**config.mk**
```make
export PLATFORM = sky130hd
export DESIGN_NAME = hsd_emit
export DESIGN_NICKNAME = d
export VERILOG_FILES = /design/src/rtl/core/hsd_pkg.sv /design/src/rtl/core/hsd_emit.sv
export VERILOG_INCLUDE_DIRS = /design/src /design/src/rtl/core
export SDC_FILE = /design/constraint.sdc
export NUM_CORES = 1
export LEC_CHECK = 0
export ABC_AREA = 0
export BUFFER_PORTS_ARGS = -buffer_cell sky130_fd_sc_hd__clkbuf_2
export CAP_MARGIN = 20
export CORE_UTILIZATION = 30
export CTS_BUF_LIST = sky130_fd_sc_hd__clkbuf_4
export DETAILED_ROUTE_END_ITERATION = 16
export HOLD_SLACK_MARGIN = 0.02
export SYNTH_ARGS = -nofsm -noshare
export SYNTH_HDL_FRONTEND = slang
export SYNTH_SLANG_ARGS = --single-unit
```
**constraint.sdc**
```tcl
create_clock -name clk -period 3.5 [get_ports clk]
set_clock_uncertainty 0.05 [all_clocks]
set_input_delay 0 -clock clk [delete_from_list [all_inputs] [get_ports clk]]
set_output_delay 0 -clock clk [all_outputs]
set_load 0.05 [all_outputs]
```
**src/rtl/core/huffman_stream_decoder_defines.svh**
```systemverilog
// Assertion macros shared by the Huffman stream decoder RTL.
// Depends on nothing; each user module must have clk and arst_n in scope.
`ifndef HUFFMAN_STREAM_DECODER_DEFINES_SVH
`define HUFFMAN_STREAM_DECODER_DEFINES_SVH

// Same-cycle implication, checked out of reset
`define HSD_ASSERT_IMP(lbl, ante, cons) \
	lbl: assert property (@(posedge clk) disable iff (!arst_n) (ante) |-> (cons)) \
		else $error("hsd check failed");

// Next-cycle implication, checked out of reset
`define HSD_ASSERT_NXT(lbl, ante, cons) \
	lbl: assert property (@(posedge clk) disable iff (!arst_n) (ante) |=> (cons)) \
		else $error("hsd check failed");

`endif

```
**src/rtl/core/hsd_pkg.sv**
```systemverilog
// Shared types and constants for the Huffman stream decoder.
// No dependencies.
`default_nettype none
package hsd_pkg;

	localparam int KEY_W = 8;

	// Decoder phase codes
	typedef enum logic [1:0] {
		PH_SHAPE  = 2'd0,
		PH_KEYS   = 2'd1,
		PH_PREFIX = 2'd2,
		PH_DATA   = 2'd3
	} hsd_phase_t;

	// Request from the sequencer to the result stage
	typedef struct packed {
		logic             push;
		logic             flush;
		logic [KEY_W-1:0] sym;
		logic             err;
	} hsd_emit_req_t;

endpackage
`default_nettype wire

```
**src/rtl/core/hsd_emit.sv**
```systemverilog
// Result stage: one held result plus the output register, so that the last
// result of a byte can be marked. Depends on hsd_pkg and the defines header.
`default_nettype none
`include "huffman_stream_decoder_defines.svh"
module hsd_emit
	import hsd_pkg::*;
(
	input  wire logic             clk,
	input  wire logic             arst_n,
	input  wire hsd_emit_req_t    req,
	output logic                  ok,
	output logic                  out_valid,
	input  wire logic             out_ready,
	output logic      [KEY_W-1:0] out_symbol,
	output logic                  last_of_run,
	output logic                  tree_error
);

	logic             pend_v_q;
	logic [KEY_W-1:0] pend_sym_q;
	logic             pend_err_q;
	logic             out_v_q;
	logic             out_free;
	logic             move;

	assign out_free = !out_v_q || out_ready;
	assign ok       = !pend_v_q || out_free;
	assign move     = pend_v_q && out_free && (req.push || req.flush);

	// Hold the newest result until the next one or the end of the byte
	always_ff @(posedge clk or negedge arst_n) begin
		if (!arst_n) begin
			pend_v_q <= 1'b0;
		end else if (ok && req.push) begin
			pend_v_q <= 1'b1;
		end else if (ok && req.flush) begin
			pend_v_q <= 1'b0;
		end
	end

	always_ff @(posedge clk) begin
		if (ok && req.push) begin
			pend_sym_q <= req.sym;
			pend_err_q <= req.err;
		end
	end

	// Advance the held result into the output register
	always_ff @(posedge clk or negedge arst_n) begin
		if (!arst_n) begin
			out_v_q <= 1'b0;
		end else if (move) begin
			out_v_q <= 1'b1;
		end else if (out_ready) begin
			out_v_q <= 1'b0;
		end
	end

	always_ff @(posedge clk) begin
		if (move) begin
			out_symbol  <= pend_sym_q;
			tree_error  <= pend_err_q;
			last_of_run <= req.flush;
		end
	end

	assign out_valid = out_v_q;

	`HSD_ASSERT_IMP(a_push_flush_excl, req.push, !req.flush)
	`HSD_ASSERT_NXT(a_push_moves, req.push && pend_v_q && out_free, out_v_q && !last_of_run)
	`HSD_ASSERT_NXT(a_flush_marks_last, req.flush && pend_v_q && out_free, out_v_q && last_of_run)

endmodule
`default_nettype wire

```
==> results.py <==
metrics = {
    "yosys": {
        "synth_seq_cells": 21,
        "yosys_top_cell_area_share_pct": 81.72,
        "yosysSeqAreaShare_pct": 88.89,
        "synth_cell_types": 10,
        "ys.warnings.count": 0,
        "synth_flop_cell": "edfxtp_1",
        "mappedNetlistArea_sq_um": 698.2,
        "synth.most_common_cell": "edfxtp_1",
        "synth.cells.most_frequent": "19 x edfxtp_1, 2 x dfrtp_1, 2 x nand2_1, 2 x nor2_1",
        "ys_async_sr_fraction_pct": 9.524,
        "synth.top_cells.by_area": "edfxtp_1 82%, dfrtp_1 7.2%, a31oi_4 3.0%, nand2b_4 2.0%, nor2b_4 2.0%",
        "netlist_instances": 31,
        "syn_area_cell_sq_um": 22.52,
        "number_of_enable_flip_flop_cells_after_synthesis": 19,
        "synth.net_count": 45,
        "yosysTopAreaCell": "edfxtp_1",
    },
    "setup_path": {
        "crit_path_end_kind": "register",
        "cp_cell_sequence": "nor2b_4 > a21oi_1",
        "crit_type": "register to register",
        "crit_path_start": "out_valid$_DFFE_PN0P_",
        "max_fanout_on_critical_path": 9,
        "r2r.worst_path.cells": 2,
        "timing.critical_path.arrival_ns": 1.53,
        "timing.rr.end": "pend_sym_q[2]$_DFFE_PP_",
        "cp-start-kind": "register",
        "worst-r2r-setup-slack_ns": 1.84,
        "slowest_stage": "a21oi_1",
        "regToRegStartpoint": "out_valid$_DFFE_PN0P_",
        "slowest_delay_ns": 0.65,
        "critical_path.endpoint": "pend_sym_q[2]$_DFFE_PP_",
        "critPathRequiredTime_ns": 3.38,
    },
    "place": {
        "pre_cts_slack_ns": 1.832,
        "buffer_ports.inserted": 25,
        "gp_congestion": 0.6302,
    },
    "detailed_routing": {
        "wirelength_um": 1052,
        "drt_drc_violations_left": 0,
        "via_cell_ratio": 3.864,
        "met3RoutedLength_um": 87,
        "final_antenna_net_count": 0,
        "routedLengthMet1_um": 446,
        "topRoutingLayerUsed": "met4",
        "drtPass1Iterations": 3,
        "vias": 398,
        "wl_per_cell_um": 10.21,
        "met2_wirelength_um": 499,
        "drt-initial-drc-count": 7,
    },
    "cts": {
        "cts_tree": "built",
        "cts_post_setup_buffers_inserted": 0,
        "clock_tree.htree_level_count": 1,
        "cts-buffers-inserted": 3,
        "clock_latency_ns": 0.29,
        "cts-root-to-sink-buffers": 2,
        "clock_sink_count": 21,
        "cts.clk_slew.worst_paths_ns": 0.10,
        "cts.root.buffer_cell": "clkbuf_4",
        "cts.repair.resized": 0,
    },
    "hold_path": {
        "hold_path.startpoint": "out_ready",
        "hold_path.class": "input port to register",
    },
    "layout": {
        "postLayoutCoreUtil_pct": 46.95,
        "num-fill-cells": 211,
        "antenna_cells_inserted": 0,
        "drive_above_1_share_pct": 42.67,
        "finish.net_count": 90,
        "area_growth_pct": 48.75,
    },
    "timing": {
        "relSlewSlack_pct": 45.70,
        "grt_setup_unrepaired": "no",
        "post-route-worst-setup-slack_ns": 1.842,
        "timing.setup.tns_ns": 0,
        "finalHoldViolCount": 0,
        "measured_slew_at_the_worst_slew_check_pin_ns": 0.8145,
        "period_share_pct": 47.38,
        "drv_slew": 0,
        "hold-worst-slack_ns": 0.2737,
        "setup_violations": 0,
        "fmax_mhz": 603.0,
        "clock_period_minus_worst_slack_ns": 1.658,
    },
    "global_route": {
        "initial_antenna_violation_count": 0,
        "grtUsageTotal_pct": 9.831,
        "grt_pass1_wl_um": 1669,
        "maximum_number_of_pins_on_one_net_before_global_route_repair": 12,
        "total_gr_overflow": 0,
        "first_global_vias": 373,
    },
    "power_and_ir_drop": {
        "total_leakage_power_uw": 0.0004229,
        "power_density_nw_per_um2": 503.9,
        "irDropWorstVdd_mv": 0.3428,
    },
    "floorplan": {
        "initial_core_util_pct": 31.56,
        "chipHeight_um": 50.24,
        "die_w_um": 50.24,
        "design.portCount": 26,
        "placeableCoreArea_sq_um": 2212,
        "die_area_sq_um": 2524,
        "std_cell_rows": 17,
    },
    "run": {
        "max_cap_violations": 0,
    },
    "outcome": {
        "status": "finished, final reports clean",
    },
}
state kept, by name (all words and copies together) (netlist names):
| signal | flops |
|---|---|
| last_of_run | 1 |
| pend_v_q | 1 |
| tree_error | 1 |
| out_symbol | 8 |
| pend_err_q | 1 |
| pend_sym_q | 8 |
| out_valid | 1 |
per-layer routing:
| metal | up-vias | global-route usage (%) |
|---|---|---|
| li1 | 203 | - |
| met1 | 169 | 12.50 |
| met2 | 24 | 14.67 |
| met3 | 2 | 3.030 |
| met4 | 0 | 5.714 |
| met5 | - | 0 |
timing repair:
action | CTS | global route
endpoints found under the setup margin | 0 | 0
hold endpoints to repair | 14 | 0
hold buffers | 15 | 0
per-stage QoR:
step,cells,total power (uW),cell area (sq um)
floorplan,31,375.1,698.2
detailed placement,84,399.5,858.3
CTS,103,528.5,1039
global route,103,546.5,1039
finish,103,523.3,1039
global placement,84,399.2,858.3
worst min path at each step:
| stage | slack [ns] | cells past startpoint | end |
|---|---|---|---|
| 2_1_floorplan | -0.35 | 0 | out_valid$_DFFE_PN0P_ |
| 3_3_place_gp | -0.26 | 1 | pend_v_q$_DFFE_PN0P_ |
| 3_5_place_dp | -0.26 | 1 | pend_v_q$_DFFE_PN0P_ |
| 4_1_cts | 0.28 | 3 | last_of_run$_DFFE_PP_ |
| 5_1_grt | 0.30 | 3 | last_of_run$_DFFE_PP_ |
| 6_report | 0.27 | 3 | tree_error$_DFFE_PP_ |
cells by family (layout without fill, tap and decap cells):
group | after synthesis | count (layout) | share of synthesized area (%)
AO/OA/AOI/OAI | 3 | 3 | 4.479
buffers and inverters | 1 | 45 | 0.5371
AND/OR/NAND/NOR | 6 | 6 | 6.093
flip-flops | 21 | 21 | 88.89
power breakdown:
group / internal [uW] / switching (uW)
combinational: 32.3 / 69.5
sequential: 299 / 7.11
clock: 52.0 / 62.8
final cells by class:
cell class,instances,area [sq um],area share (%)
Tap cell,28,35.03,3.373
Clock buffer,4,30.03,2.892
Multi-Input combinational cell,9,73.82,7.108
Sequential cell,21,620.6,59.76
Inverter,1,3.754,0.3614
Timing Repair Buffer,40,275.3,26.51
worst max-delay path, delay by kind of cell, from the launching register on:
| family | cells | cell delay [ns] |
|---|---|---|
| DFF | 1 | 0.44 |
| AOI/OAI and AO/OA | 1 | 0.65 |
| and+or+nand+nor | 1 | 0.15 |
layout by cell type, fill, tap and decap left out:
master,n
nand2b_4,1
clkbuf_4,4
edfxtp_1,19
a21oi_1,1
a31oi_4,1
o21ai_0,1
dfrtp_1,2
inv_1,1
nor2b_4,1
nand2_1,2
clkbuf_2,25
dlygate4sd3_1,15
nor2_1,2
Note: power is estimated with default switching activity, not from simulation.
