File: config.mk
export PLATFORM = sky130hd
export DESIGN_NAME = hsd_ram
export DESIGN_NICKNAME = d
export VERILOG_FILES = /design/src/rtl/core/huffman_stream_decoder_defines.svh /design/src/rtl/core/hsd_ram.sv
export SDC_FILE = /design/constraint.sdc
export NUM_CORES = 1
export LEC_CHECK = 0
export BUFFER_PORTS_ARGS = -buffer_cell sky130_fd_sc_hd__buf_2
export CORE_ASPECT_RATIO = 0.9
export CORE_MARGIN = 3
export CORE_UTILIZATION = 59
export DETAILED_ROUTE_END_ITERATION = 8
export GPL_ROUTABILITY_DRIVEN = 0
export PLACE_DENSITY = 0.77
export SETUP_SLACK_MARGIN = 0.2
export SLEW_MARGIN = 20
export SYNTH_ARGS = -nofsm -noshare
export SYNTH_HDL_FRONTEND = slang
export SYNTH_SLANG_ARGS = --single-unit
File: constraint.sdc
create_clock -name clk -period 3.34 [get_ports clk]
set_input_delay 0.334 -clock clk [delete_from_list [all_inputs] [get_ports clk]]
set_output_delay 0.334 -clock clk [all_outputs]
set_load 0.005 [all_outputs]
File: src/rtl/core/huffman_stream_decoder_defines.svh
// Assertion macros shared by the Huffman stream decoder RTL.
// Depends on nothing; each user module must have clk and arst_n in scope.
`ifndef HUFFMAN_STREAM_DECODER_DEFINES_SVH
`define HUFFMAN_STREAM_DECODER_DEFINES_SVH

// Same-cycle implication, checked out of reset
`define HSD_ASSERT_IMP(lbl, ante, cons) \
	lbl: assert property (@(posedge clk) disable iff (!arst_n) (ante) |-> (cons)) \
		else $error("hsd check failed");

// Next-cycle implication, checked out of reset
`define HSD_ASSERT_NXT(lbl, ante, cons) \
	lbl: assert property (@(posedge clk) disable iff (!arst_n) (ante) |=> (cons)) \
		else $error("hsd check failed");

`endif

File: src/rtl/core/hsd_ram.sv
// Generic single-write, single-read RAM with registered read data.
// No dependencies.
`default_nettype none
module hsd_ram #(
	parameter int WIDTH = 8,
	parameter int DEPTH = 16
) (
	input  wire logic                     clk,
	input  wire logic                     we,
	input  wire logic [$clog2(DEPTH)-1:0] waddr,
	input  wire logic [WIDTH-1:0]         wdata,
	input  wire logic                     re,
	input  wire logic [$clog2(DEPTH)-1:0] raddr,
	output logic      [WIDTH-1:0]         rdata
);

	logic [WIDTH-1:0] mem_q [DEPTH];

	// Write port
	always_ff @(posedge clk) begin
		if (we) begin
			mem_q[waddr] <= wdata;
		end
	end

	// Registered read port, holds when not enabled
	always_ff @(posedge clk) begin
		if (re) begin
			rdata <= mem_q[raddr];
		end
	end

endmodule
`default_nettype wire

==> results of run 1 <==
==> layout by cell type (no fill, tap or decap), drive strengths merged, types with 2 or more instances in the layout <==
cell	count
edfxtp	136
buf	32
mux4	32
clkbuf	17
a22oi	16
nor2	13
nand2	9
inv	6
clkinv	5
nor3	4
clkinvlp	3
nand3b	2
nand2b	2
==> worst max-delay path, delay by kind of cell <==
kind | cells | cell delay (ps)
buffers and inverters | 1 | 120
and+or+nand+nor | 2 | 1290
==> sequential cells by signal, summed over array words and instances (netlist names) <==
register,flops
mem_q,128
rdata,8
==> metrics by stage <==
stage	util	total power (uW)	worst slack, ps	hold WS (ps)
2_1_floorplan	-	2060	1510	433
3_3_place_gp	0.655	2130	1240	695
3_5_place_dp	0.655	2130	1230	700
4_1_cts	0.722	3870	1770	152
5_1_grt	0.722	3960	1690	155
6_report	0.722	3840	1740	168
==> final cells by class <==
| class | instances | share of cell area |
|---|---|---|
| clock inverter | 15 | 0.0237 |
| clock buffer | 17 | 0.0688 |
| sequential | 136 | 0.679 |
| timing repair buffer | 32 | 0.0291 |
| tap | 115 | 0.0239 |
| multi-input combinational | 83 | 0.176 |
==> cell families after synthesis <==
| logic type | Yosys count | share of synthesized area |
|---|---|---|
| flops | 136 | 0.781 |
| simple gates | 35 | 0.0314 |
| mux | 32 | 0.148 |
| compound gates | 16 | 0.0230 |
| buf+inv | 10 | 0.0165 |
==> final timing paths <==
kind | end | cells after the start
min reg2reg | rdata[5] | 3
max | mem_q[3][1] | 3
min | rdata[6] | 1
max reg2reg | rdata[7] | 3
==> power by group <==
part | total, uW | switching, uW | leakage, uW | internal, uW
Sequential | 1930 | 9.63 | 0.00124 | 1920
Combinational | 164 | 95.8 | 0.000504 | 68.5
Clock | 1740 | 741 | 0.000265 | 1000
Total | 3840 | 846 | 0.00201 | 2990
==> per-layer routing <==
layer / part of all wire / GRT usage / up-vias
met3: 0.068 / 0.0670 / 13
met5: 0 / 0 / -
li1: - / - / 1067
met1: 0.44 / 0.311 / 1280
met2: 0.49 / 0.323 / 93
met4: 0.0097 / 0.0623 / 0
==> impl_metrics.json, run 1 <==
{
  "vias_per_cell": 6.16,
  "ys_seq_area_frac": 0.781,
  "rows": 31,
  "setup_violations": 0,
  "portBuffers": 26,
  "grt_overflow": 0,
  "synthTopCellsByCount": "edfxtp_1 (136), mux4_2 (18), a22oi_1 (16)",
  "root_buffer": "clkbuf_8",
  "cp_cell_sequence": "buf_2 > or3b_2 > nor2_1",
  "cts_hold_buf": 0,
  "cts_buffer_depth": 2,
  "max_slew_margin": 0.337,
  "crit_path_end_kind": "flop",
  "dieHeight_um": 95.3,
  "path_max_fanout": 8,
  "cts.clk_slew.worst_paths_ps": 60,
  "crit_type": "primary input to flop",
  "critical_path.startpoint_type": "primary input",
  "yosysWarnings": 0,
  "grt_usage": 0.215,
  "regArea_mm2": 0.00408,
  "grt_pass1_vias": 2512,
  "drt_iter0_drc": 223,
  "worstPathArrival_ps": 1740,
  "synth_edf_count": 136,
  "n_fill_cell": 499,
  "fp.coreArea_mm2": 0.00834,
  "ant_nets": 0,
  "postPlaceCellArea_mm2": 0.00546,
  "detail_route.wirelength_um": 9560,
  "synthFlopType": "edfxtp_1",
  "hold_viol": 0,
  "ys_types": 18,
  "wl_per_cell_um": 24.0,
  "cts_tree": "done",
  "design_area_mm2": 0.00602,
  "placed_cells": 366,
  "syn-num-nets": 248,
  "rsz0062_at_grt": "false",
  "fin_setup_tns_ps": 0,
  "reg2reg_slack_ps": 1830,
  "antennaDiodeCount": 0,
  "final_cells": 398,
  "outcome": "finished clean",
  "synth_top_area_cell": "edfxtp_1",
  "worstSetupStartpoint": "waddr[2]",
  "fin_crit_ps": 1600,
  "grt_max_degree": 33,
  "dieArea_mm2": 0.0100,
  "async_reset_ff_frac": 0,
  "multiInputGateArea_mm2": 0.00106,
  "skew_ps": 5.47,
  "vias": 2453,
  "start_util": 0.627,
  "h-tree-depth": 4,
  "post_cts_resized": 0,
  "pin_count": 27,
  "worstMarginPinSlew_ps": 991,
  "min_from": "re",
  "synth.cell_area_mm2": 0.00523,
  "first_pass_iters": 4,
  "fin_nets": 289,
  "post-route-period-util": 0.479,
  "slew_viol_final": 0,
  "vdd_drop_max_uv": 393,
  "yosysMostFrequentCell": "edfxtp_1",
  "layout-drive-gt1-share": 0.290,
  "numClockSinks": 136,
  "grt_pass1_wl_um": 15000,
  "cpPeakStageDelay_ps": 770,
  "antenna_found_initial": 0,
  "drc": 0,
  "synth.area.top_cells": "edfxtp_1 (78%), mux4_2 (7.8%), mux4_1 (7.0%), a22oi_1 (2.3%), nor2_1 (0.93%)",
  "max_cap_viol_count": 0,
  "power_density_mw_per_mm2": 638,
  "clk_latency_ps": 520,
  "synth_seq_cells": 136,
  "hpwl_um": 5760,
  "area_growth_pct": 15.1,
  "cts_buffers": 17,
  "cpMaxStageDelayCell": "nor2_1",
  "fmax_mhz": 625,
  "synth_top_area_frac": 0.781,
  "synth_cells": 229,
  "die_x_um": 105,
  "cp.required_ps": 3480,
  "p_leak_uw": 0.00201,
  "r2r_start": "mem_q[3][7]",
  "post_cts_buffers": 0,
  "synth_area_per_cell_um2": 22.8,
  "min_path_type": "primary input to flop"
}
Note: power is estimated with default switching activity, not from simulation.
==> run 2, diff against run 1 <==
Clock period 3.34 ns to 1.6 ns, I/O delays scaled along.
==> run 2 against run 1 <==
  * Sequential share of layout area decreased by 2.3 points
  * Cell count increased by 4.3%
  * First-iteration DRC count decreased by 16%
  * Sequential power increased by 110%
  * Sequential cell count unchanged
  * Register-to-register slack got worse by 1700 ps
  * Clock skew increased by 12 ps
  * Clock power increased by 130%
  * Highest routed layer is now met5
  * Worst setup slack got worse by 1600 ps
  * Via count increased by 1.1%
  * Count of clock-buffer cells in the layout unchanged
  * Design area increased by 3.5%
==> impl_metrics.json, run 2 (synthesized netlist as in run 1, its figures left out) <==
{
  "fin_nets": 306,
  "outcome": "finished clean",
  "layout_commonest_cell": "edfxtp_1",
  "vdd_drop_max_uv": 1110,
  "rsz0062_at_grt": "true",
  "cpMaxStageDelayCell": "mux4_2",
  "postPlaceCellArea_mm2": 0.00559,
  "wl_met2_um": 4920,
  "p_leak_uw": 0.00211,
  "p_int_uw": 6840,
  "power_density_mw_per_mm2": 1360,
  "vias_per_cell": 5.97,
  "die_x_um": 105,
  "p_sw_frac": 0.190,
  "fin_setup_tns_ps": 0,
  "first_pass_iters": 4,
  "largest_reg_flops": 128,
  "layout-drive-gt1-share": 0.363,
  "slew_viol_final": 0,
  "area_growth_pct": 19.2,
  "dieArea_mm2": 0.0100,
  "fmax_mhz": 682,
  "wl_met1_um": 3690,
  "endpoint": "rdata[1]",
  "cp.required_ps": 1850,
  "portBuffers": 26,
  "grt_pass1_vias": 2691,
  "fin_crit_ps": 1470,
  "p_comb_frac": 0.044,
  "max_cap_viol_count": 0,
  "whs_ps": 18.4,
  "cts_buffers": 17,
  "drt_iter0_drc": 188,
  "cp_cell_sequence": "mux4_2 > a22oi_2 > nand2_1",
  "hold_viol": 0,
  "path_max_fanout": 1,
  "numClockSinks": 136,
  "min_path_type": "primary input to flop",
  "reg2reg_to": "rdata[1]",
  "ant_nets": 0,
  "vias": 2479,
  "n_fill_cell": 464,
  "clk_latency_ps": 520,
  "critical_path.startpoint_type": "flop",
  "post_cts_buffers": 0,
  "grt_pass1_wl_um": 15400,
  "fp.coreArea_mm2": 0.00834,
  "cts_tree": "done",
  "pin_count": 27,
  "drc": 0,
  "h-tree-depth": 4,
  "crit_type": "flop to flop",
  "grt_overflow": 0,
  "max_slew_margin": 0.726,
  "r2r_start": "mem_q[2][1]",
  "top_register": "mem_q",
  "setup_slack_ps": 135,
  "start_util": 0.627,
  "rows": 31,
  "cts.clk_slew.worst_paths_ps": 60,
  "crit_path_end_kind": "flop",
  "routed.top_layer": "met5",
  "top_regs": "mem_q x128, rdata x8",
  "design_area_mm2": 0.00623,
  "worstSetupStartpoint": "mem_q[2][1]",
  "final_cell_mix": "edfxtp_1 (136), mux4_2 (26), buf_2 (26)",
  "clkPwrFrac": 0.478,
  "hpwl_um": 5980,
  "detail_route.wirelength_um": 9690,
  "wl_per_cell_um": 23.3,
  "seq_power_share": 0.478,
  "wl_met3_um": 935,
  "grt_usage": 0.220,
  "reg2reg_slack_ps": 130,
  "dieHeight_um": 95.3,
  "grt_max_degree": 23,
  "antennaDiodeCount": 0,
  "root_buffer": "clkbuf_8",
  "netSwitchingPower_uw": 1610,
  "place_ws_ps": -83.3,
  "r2r_cells": 3,
  "worstPathArrival_ps": 1720,
  "cts_buffer_depth": 2,
  "antenna_found_initial": 1,
  "setup_violations": 0,
  "post-route-period-util": 0.916,
  "skew_ps": 17.9,
  "cpPeakStageDelay_ps": 490,
  "worstMarginPinSlew_ps": 411
}
-- run 2: changes by cell type in the layout (fill, tap and decap cells not counted), sizes merged --
cell / delta
buf: +17
inv: -6
bufinv: +4
clkinv: +3
clkinvlp: -1
-- run 2: power by group through the flow --
stage / registers, uW / logic (uW) / clock network, uW
floorplan: 4110 / 210 / 0
global placement: 4110 / 360 / 0
detailed placement: 4110 / 368 / 0
CTS: 4040 / 380 / 4100
global route: 4050 / 411 / 4260
finish: 4040 / 372 / 4040
-- run 2: critical path: cells and delay by family, from the launching register on --
family	cells	cell delay, ps
compound gates	1	230
mux	1	490
flops	1	400
simple gates	1	80
-- run 2: metrics by stage --
| stage | power [uW] | util | instances |
|---|---|---|---|
| 6_report | 8450 | 0.747 | 415 |
| 5_1_grt | 8710 | 0.747 | 415 |
| 4_1_cts | 8520 | 0.747 | 415 |
| 3_5_place_dp | 4480 | 0.671 | 383 |
| 3_3_place_gp | 4470 | 0.671 | 383 |
| 2_1_floorplan | 4320 | - | 229 |
-- run 2: how the worst min path moves through the flow --
stage	startpoint	endpoint	slack, ps	cells past startpoint
finish	re	rdata[0]	20	1
global route	re	rdata[7]	10	1
CTS	re	rdata[0]	4	1
detailed placement	wdata[0]	mem_q[4][0]	550	1
global placement	wdata[5]	mem_q[13][5]	550	1
floorplan	wdata[0]	mem_q[0][0]	260	0
-- run 2: timing repair --
action | 4_1_cts | 5_1_grt
gates resized for setup | 5 | 0
pin swaps | 1 | 0
hold buffers | 0 | 0
endpoints found under the setup margin | 7 | 8
-- run 2: final cells by class --
type	instances	area (um^2)	area share
multi-input combinational	83	1050	0.169
clock inverter	15	208	0.0333
tap	115	144	0.0231
sequential	136	4080	0.656
clock buffer	17	414	0.0665
timing repair buffer	49	328	0.0526
-- run 2: per-layer routing --
| layer | up-vias | global-route usage |
|---|---|---|
| met5 | - | 0 |
| met4 | 2 | 0.102 |
| met1 | 1264 | 0.295 |
| met2 | 112 | 0.344 |
| met3 | 9 | 0.0616 |
| li1 | 1092 | - |
==> run 3, diff against run 2 <==
Settings changed: ABC_AREA from default to 1, CORE_ASPECT_RATIO 0.9 to 2.
==> run 3 against run 2 <==
  * Critical endpoint is now rdata[3]
  * Clock power decreased by 11%
  * Register-to-register slack improved by 270 ps
  * Sequential power about the same
  * Via count grew 62%
  * Global-route usage up 1.9 points
  * Die area is 12% higher
  * Combinational power is 27% higher
  * Non-clock buffer count fell by 2
==> impl_metrics.json, run 3 <==
{
  "slew_viol_final": 0,
  "synth_area_per_cell_um2": 10.6,
  "synth.area.top_cells": "edfxtp_1 (70%), nand2_1 (11%), nand3_1 (8.3%), inv_1 (6.4%), buf_6 (1.2%)",
  "worstSetupStartpoint": "mem_q[0][3]",
  "ant_nets": 0,
  "antenna_found_initial": 0,
  "grt_max_degree": 65,
  "cts_buffers": 17,
  "synth.cell_area_mm2": 0.00585,
  "synthFlopType": "edfxtp_1",
  "synth_cells": 551,
  "root_buffer": "clkbuf_16",
  "hpwl_um": 8000,
  "crit_type": "flop to flop",
  "synth_top_area_frac": 0.698,
  "top_register": "mem_q",
  "cpMaxStageDelayCell": "edfxtp_1",
  "cts.clk_slew.worst_paths_ps": 50,
  "vias": 4007,
  "synth_seq_cells": 136,
  "synth_edf_count": 136,
  "top_regs": "mem_q x128, rdata x8",
  "crit_path_end_kind": "flop",
  "fp.coreArea_mm2": 0.00951,
  "grt_overflow": 0,
  "syn-num-nets": 570,
  "cpPeakStageDelay_ps": 360,
  "fin_nets": 612,
  "largest_reg_flops": 128,
  "post_cts_buffers": 0,
  "final_cells": 736,
  "numClockSinks": 136,
  "worstMarginPinSlew_ps": 593,
  "portBuffers": 26,
  "first_pass_iters": 5,
  "crit_top_cell": "nand3_1",
  "rows": 50,
  "cts_buffer_depth": 2,
  "fin_crit_ps": 1190,
  "pin_count": 27,
  "hold_viol": 0,
  "grt_usage": 0.240,
  "critical_path.startpoint_type": "flop",
  "async_reset_ff_frac": 0,
  "synth_top_area_cell": "edfxtp_1",
  "fin_setup_tns_ps": 0,
  "min_path_type": "primary input to flop",
  "cp.required_ps": 1760,
  "reg2reg_to": "rdata[3]",
  "detail_route.wirelength_um": 12600,
  "power_density_mw_per_mm2": 1210,
  "vias_per_cell": 5.44,
  "path_max_fanout": 1,
  "p_leak_uw": 0.00292,
  "grt_pass1_vias": 4012,
  "skew_ps": 5.77,
  "setup_slack_ps": 408,
  "synthTopCellsByCount": "nand2_1 (173), edfxtp_1 (136), inv_1 (100)",
  "post_cts_resized": 0,
  "reg2reg_slack_ps": 410,
  "clk_latency_ps": 420,
  "antennaDiodeCount": 0,
  "drt_iter0_drc": 420,
  "die_x_um": 76.4,
  "h-tree-depth": 4,
  "layout_commonest_cell": "nand2_1",
  "worstPathArrival_ps": 1350,
  "dieArea_mm2": 0.0112,
  "ys_seq_area_frac": 0.698,
  "wl_per_cell_um": 17.1,
  "cts_tree": "done",
  "endpoint": "rdata[3]",
  "grt_pass1_wl_um": 20000,
  "rsz0062_at_grt": "false",
  "yosysWarnings": 0,
  "cp_cell_sequence": "inv_1 > nand2_1 > nand3_1 > nand3_1 > nand3_1 > nand2_1",
  "area_growth_pct": 14.6,
  "max_cap_viol_count": 0,
  "outcome": "finished clean",
  "post-route-period-util": 0.745,
  "start_util": 0.615,
  "dieHeight_um": 147,
  "cts_hold_buf": 0,
  "place_ws_ps": 175,
  "drc": 0,
  "ys_types": 11,
  "max_slew_margin": 0.604,
  "vdd_drop_max_uv": 985,
  "r2r_cells": 6,
  "yosysMostFrequentCell": "nand2_1",
  "r2r_start": "mem_q[0][3]",
  "final_cell_mix": "nand2_1 (173), edfxtp_1 (136), inv_1 (100)",
  "fmax_mhz": 839,
  "setup_violations": 0,
  "placed_cells": 704,
  "layout-drive-gt1-share": 0.125
}
-- run 3: cell types whose count changed after synthesis, sizes merged, moves of 16 or more --
cell / delta
mux4: -32
nand3: +96
nand2: +164
a22oi: -16
inv: +102
buf: +17
-- run 3: worst min-delay path by stage --
stage / from / endpoint / slack (ps) / cells after the start
final: re / rdata[2] / 130 / 1
after global routing: re / rdata[2] / 120 / 1
after floorplan: wdata[0] / mem_q[0][0] / 260 / 0
after detailed placement: re / rdata[3] / 550 / 1
after CTS: re / rdata[2] / 120 / 1
after global placement: re / rdata[4] / 550 / 1
-- run 3: critical path: cells and delay by family (launching register included) --
family | cells | cell delay, ps
buf+inv | 1 | 60
flops | 1 | 360
simple gates | 5 | 510
-- run 3: final cells by class --
class	instances	area [um^2]
sequential	136	4080
multi-input combinational	289	1210
clock buffer	21	440
timing repair buffer	47	313
tap	130	163
fill	699	2810
clock inverter	11	106
inverter	102	383
-- run 3: stage by stage --
step | utilization | instance area (um^2) | hold WS (ps) | total power [uW]
floorplan | - | 5850 | 259 | 4390
global placement | 0.647 | 6160 | 548 | 4570
detailed placement | 0.647 | 6160 | 551 | 4580
CTS | 0.705 | 6700 | 116 | 8150
global route | 0.705 | 6700 | 120 | 8390
finish | 0.705 | 6700 | 130 | 8090
-- run 3: cells by family after synthesis --
| logic type | count (synthesis) | synth area share |
|---|---|---|
| buffers and inverters | 126 | 0.0939 |
| and+or+nand+nor | 289 | 0.208 |
| DFF | 136 | 0.698 |
-- run 3: metal layers --
metal  vias to the layer above  part of all wire  global-route usage
li1                       1872                 -                   -
met1                      1861              0.35               0.272
met2                       215              0.53               0.418
met3                        59             0.077              0.0515
met4                         0             0.039               0.132
met5                         -                 0                   0
-- run 3: report_power, final --
| group | switching (uW) | internal (uW) |
|---|---|---|
| logic | 332 | 142 |
| clock network | 1320 | 2260 |
| registers | 23.4 | 4020 |
| total | 1670 | 6420 |
